**src/design/mrts_pkg.sv**
```systemverilog
// Package: shared types, constants and function codes for the range table.
package mrts_pkg;

	localparam int MaxEntries = 32;
	localparam int IdxW       = $clog2(MaxEntries);
	localparam int CntW       = 6;

	typedef enum logic [1:0] {
		FUNC_ADD    = 2'd0,
		FUNC_SEAL   = 2'd1,
		FUNC_GET    = 2'd2,
		FUNC_RETYPE = 2'd3
	} func_t;

	typedef enum logic [1:0] {
		ST_OK     = 2'd0,
		ST_REJECT = 2'd1,
		ST_FULL   = 2'd2,
		ST_SEALED = 2'd3
	} status_t;

	localparam logic CFG_RAM  = 1'b0;
	localparam logic CFG_SOFT = 1'b1;

	typedef struct packed {
		logic [1:0]  func;
		logic [63:0] range_base;
		logic [63:0] range_length;
		logic [31:0] range_type;
		logic [7:0]  entry_index;
	} in_item_t;

	typedef struct packed {
		logic [1:0]  status;
		logic [63:0] found_base;
		logic [63:0] found_length;
		logic [5:0]  entry_count;
	} out_item_t;

	typedef struct packed {
		logic [63:0] base;
		logic [63:0] length;
		logic [31:0] rtype;
	} entry_t;

	// Controls from the sequencer to every cell of the chain.
	typedef enum logic [1:0] {
		CELL_HOLD  = 2'd0,
		CELL_ROT   = 2'd1,
		CELL_LOAD  = 2'd2
	} cell_op_t;

	typedef enum logic [2:0] {
		S_IDLE   = 3'd0,
		S_SCAN   = 3'd1,
		S_DECIDE = 3'd2,
		S_ROT    = 3'd3,
		S_APPEND = 3'd4,
		S_DONE   = 3'd5
	} state_t;

endpackage

```
**src/design/mrts_cell.sv**
```systemverilog
// One cell of the entry chain: holds an entry and passes it to its neighbour.
module mrts_cell (
	input  logic              clk,
	input  mrts_pkg::cell_op_t op,
	input  mrts_pkg::entry_t  prev,
	input  mrts_pkg::entry_t  load,
	input  logic              load_en,
	output mrts_pkg::entry_t  ent
);

	mrts_pkg::entry_t ent_q;

	// Rotate towards the head; while loading, the tail takes a new entry instead.
	always_ff @(posedge clk) begin
		case (op)
			mrts_pkg::CELL_ROT: ent_q <= prev;
			mrts_pkg::CELL_LOAD: ent_q <= load_en ? load : prev;
			default: ent_q <= ent_q;
		endcase
	end

	assign ent = ent_q;

endmodule

```
**config.mk**
```make
export PLATFORM = sky130hd
export DESIGN_NAME = mrts_cell
export DESIGN_NICKNAME = d
export VERILOG_FILES = /design/src/design/mrts_pkg.sv /design/src/design/mrts_cell.sv
export SDC_FILE = /design/constraint.sdc
export NUM_CORES = 1
export LEC_CHECK = 0
export BUFFER_PORTS_ARGS = -buffer_cell sky130_fd_sc_hd__clkbuf_2
export CAP_MARGIN = 15
export CELL_PAD_IN_SITES_DETAIL_PLACEMENT = 1
export CELL_PAD_IN_SITES_GLOBAL_PLACEMENT = 2
export CORE_AREA = 10 10 155 214
export CTS_BUF_LIST = sky130_fd_sc_hd__clkbuf_4 sky130_fd_sc_hd__clkbuf_8 sky130_fd_sc_hd__clkbuf_16
export DETAILED_ROUTE_END_ITERATION = 7
export DIE_AREA = 0 0 165 224
export PLACE_DENSITY_LB_ADDON = 0.1
export SLEW_MARGIN = 20
export SYNTH_ARGS = -nofsm -noshare
export SYNTH_HDL_FRONTEND = slang
export SYNTH_SLANG_ARGS = --single-unit
```
**constraint.sdc**
```tcl
create_clock -name clk -period 6.41 [get_ports clk]
set_clock_uncertainty 0.1 [all_clocks]
set_input_delay 1.6025 -clock clk [delete_from_list [all_inputs] [get_ports clk]]
set_output_delay 1.6025 -clock clk [all_outputs]
set_load 0.01 [all_outputs]
```
==> results_dict.tcl <==
set metrics [dict create \
    use_met2 0.279 \
    grt_pass1_vias 5876 \
    largest_reg_flops 160 \
    root_buffer "clkbuf_16" \
    num_io_pins 484 \
    tns_ns 0 \
    cts_buffer_depth 2 \
    final_common_cell "clkbuf_2" \
    wl_um 28000 \
    die_w_um 165 \
    multi_input_area_um2 2200 \
    dp_slack_ns 2.41 \
    cp_max_fo 63 \
    dpl_cell_area_um2 9970 \
    worst_pin_slew_ns 1.02 \
    cts_sinks 160 \
    cap_viol_max_count 0 \
    use_met3 0.0668 \
    cts_resized 0 \
    synth_area_um2 7160 \
    die_area_um2 37000 \
    postCtsSetupRepairBufs 0 \
    powerDensity_nw_per_um2 268 \
    slew_viol_final 0 \
    avgSynthCellArea_um2 21.0 \
    dp.cells 1191 \
    use_met1 0.121 \
    synth_nets 666 \
    ff_latch_area_um2 4800 \
    hold_path_end "ent[69]" \
    antenna_found_initial 2 \
    vias 5018 \
    ant_nets 0 \
    end_kind "flop" \
    place.gp.congestion 0.874 \
    cts_made_buffers 17 \
    vias_per_cell 4.10 \
    coreArea_um2 29100 \
    min_period_over_period 0.551 \
    hpwl_um 23600 \
    required_ns 6.49 \
    grt_usage 0.145 \
    ys_seq_area_frac 0.671 \
    num_rows 74 \
    drt_iter0_markers 168 \
    grt_pass1_wl_um 38500 \
    fmax_ghz 0.283 \
    avgRoutedWirePerCell_um 22.9 \
    ys_seq_elements 160 \
    status "finished clean" \
    htreeDepth 4 \
    finalHoldViolCount 0 \
    dr.pass1.iters 4 \
    peakVddDrop_mv 0.180 \
    cp-startpoint "op[0]" \
    grt_max_degree 106 \
    start_kind "primary input" \
    hp-start "prev[69]" \
    area_delta_synth_final_pct 46.4 \
    max_slew_margin 0.322 \
    layout_common_cells "clkbuf_2, edfxtp_1, mux2_4" \
    synth_warnings 0 \
    layout.cells.non_filler 1224 \
    path_clk_slew_ns 0.06 \
    drc 0 \
    period_minus_slack_ns 3.53 \
    gr-total-overflow 0 \
    worstSetupPathType "primary input to flop" \
    cp.arrival_ns 3.61 \
    ys_types 8 \
    final_nets 1155 \
    hold_depth 2 \
    portBuffers 483 \
    hold_slack_ns 1.37 \
    fp.dieH_um 224 \
    start_util 0.246 \
    busiest_layer "met2" \
    n_fill_cell 3209 \
    p_leak_nw 5.05 \
    setup-violations-final 0 \
    setup_slack_ns 2.88 \
    cts.hold.buffers_added 0 \
    synth_cells 341 \
    drive_gt1_frac 0.805 \
    cts_tree "done" \
    final_area_um2 10500 \
    hold_class "primary input to flop" \
    rsz0062_at_grt "no" \
]
-- cell type report --
class                      instances  share of cell area
clock buffer                      19              0.0420
sequential                       160               0.458
clock inverter                    12             0.00692
timing repair buffer             487               0.236
tap                              380              0.0454
inverter                           2             0.00119
antenna                            2            0.000477
multi-input combinational        162               0.210
-- power breakdown --
part	leakage (nW)	switching (W)	total, W	internal, W
logic	3.24	0.000278	0.000531	0.000253
clock network	0.238	0.000415	0.000909	0.000494
registers	1.57	0.0000393	0.00137	0.00133
total	5.05	0.000732	0.00281	0.00208
-- logic make-up (layout without fill, tap and decap cells) --
logic type	Yosys count	count (layout)	share of synthesized area
multiplexers	160	160	0.304
AND/OR/NAND/NOR	1	1	0.000524
buffers and inverters	19	520	0.0225
flip-flops	160	160	0.671
other	0	2	0
adder cells (fa/ha/maj)	1	1	0.00175
-- critical path: stages --
cell      delay (ns)
clkbuf_2        0.08
inv_1           0.03
ha_1            0.21
nand2_4         0.69
buf_12          0.43
mux2_2          0.40
-- worst max-delay path by stage --
stage	cells after the start	endpoint	slack, ns
global route	6	ent[42]	2.77
CTS	6	ent[30]	2.90
floorplan	3	ent[0]	0.79
detailed placement	6	ent[30]	2.41
finish	6	ent[11]	2.88
global placement	6	ent[29]	2.47
-- cells in the mapped netlist --
library cell,n,share of area
buf_6,11,0.017
inv_1,2,0.0010
mux2_2,60,0.094
mux2_4,100,0.21
ha_1,1,0.0017
edfxtp_1,160,0.67
nand2_1,1,0.00052
buf_2,6,0.0042
-- layer usage --
layer  wire (µm)  vias up  part of all wire
li1            -     2324                 -
met1        8630     2379              0.31
met2       15700      289              0.56
met3        3050       26              0.11
met4         688        0             0.025
met5           0        -                 0
-- stage by stage --
step                utilization  total power [W]
floorplan                     -          0.00163
global placement          0.343          0.00194
CTS                       0.360          0.00287
finish                    0.361          0.00281
global route              0.361          0.00295
detailed placement        0.343          0.00194
Power figures use the tool's default switching activity.
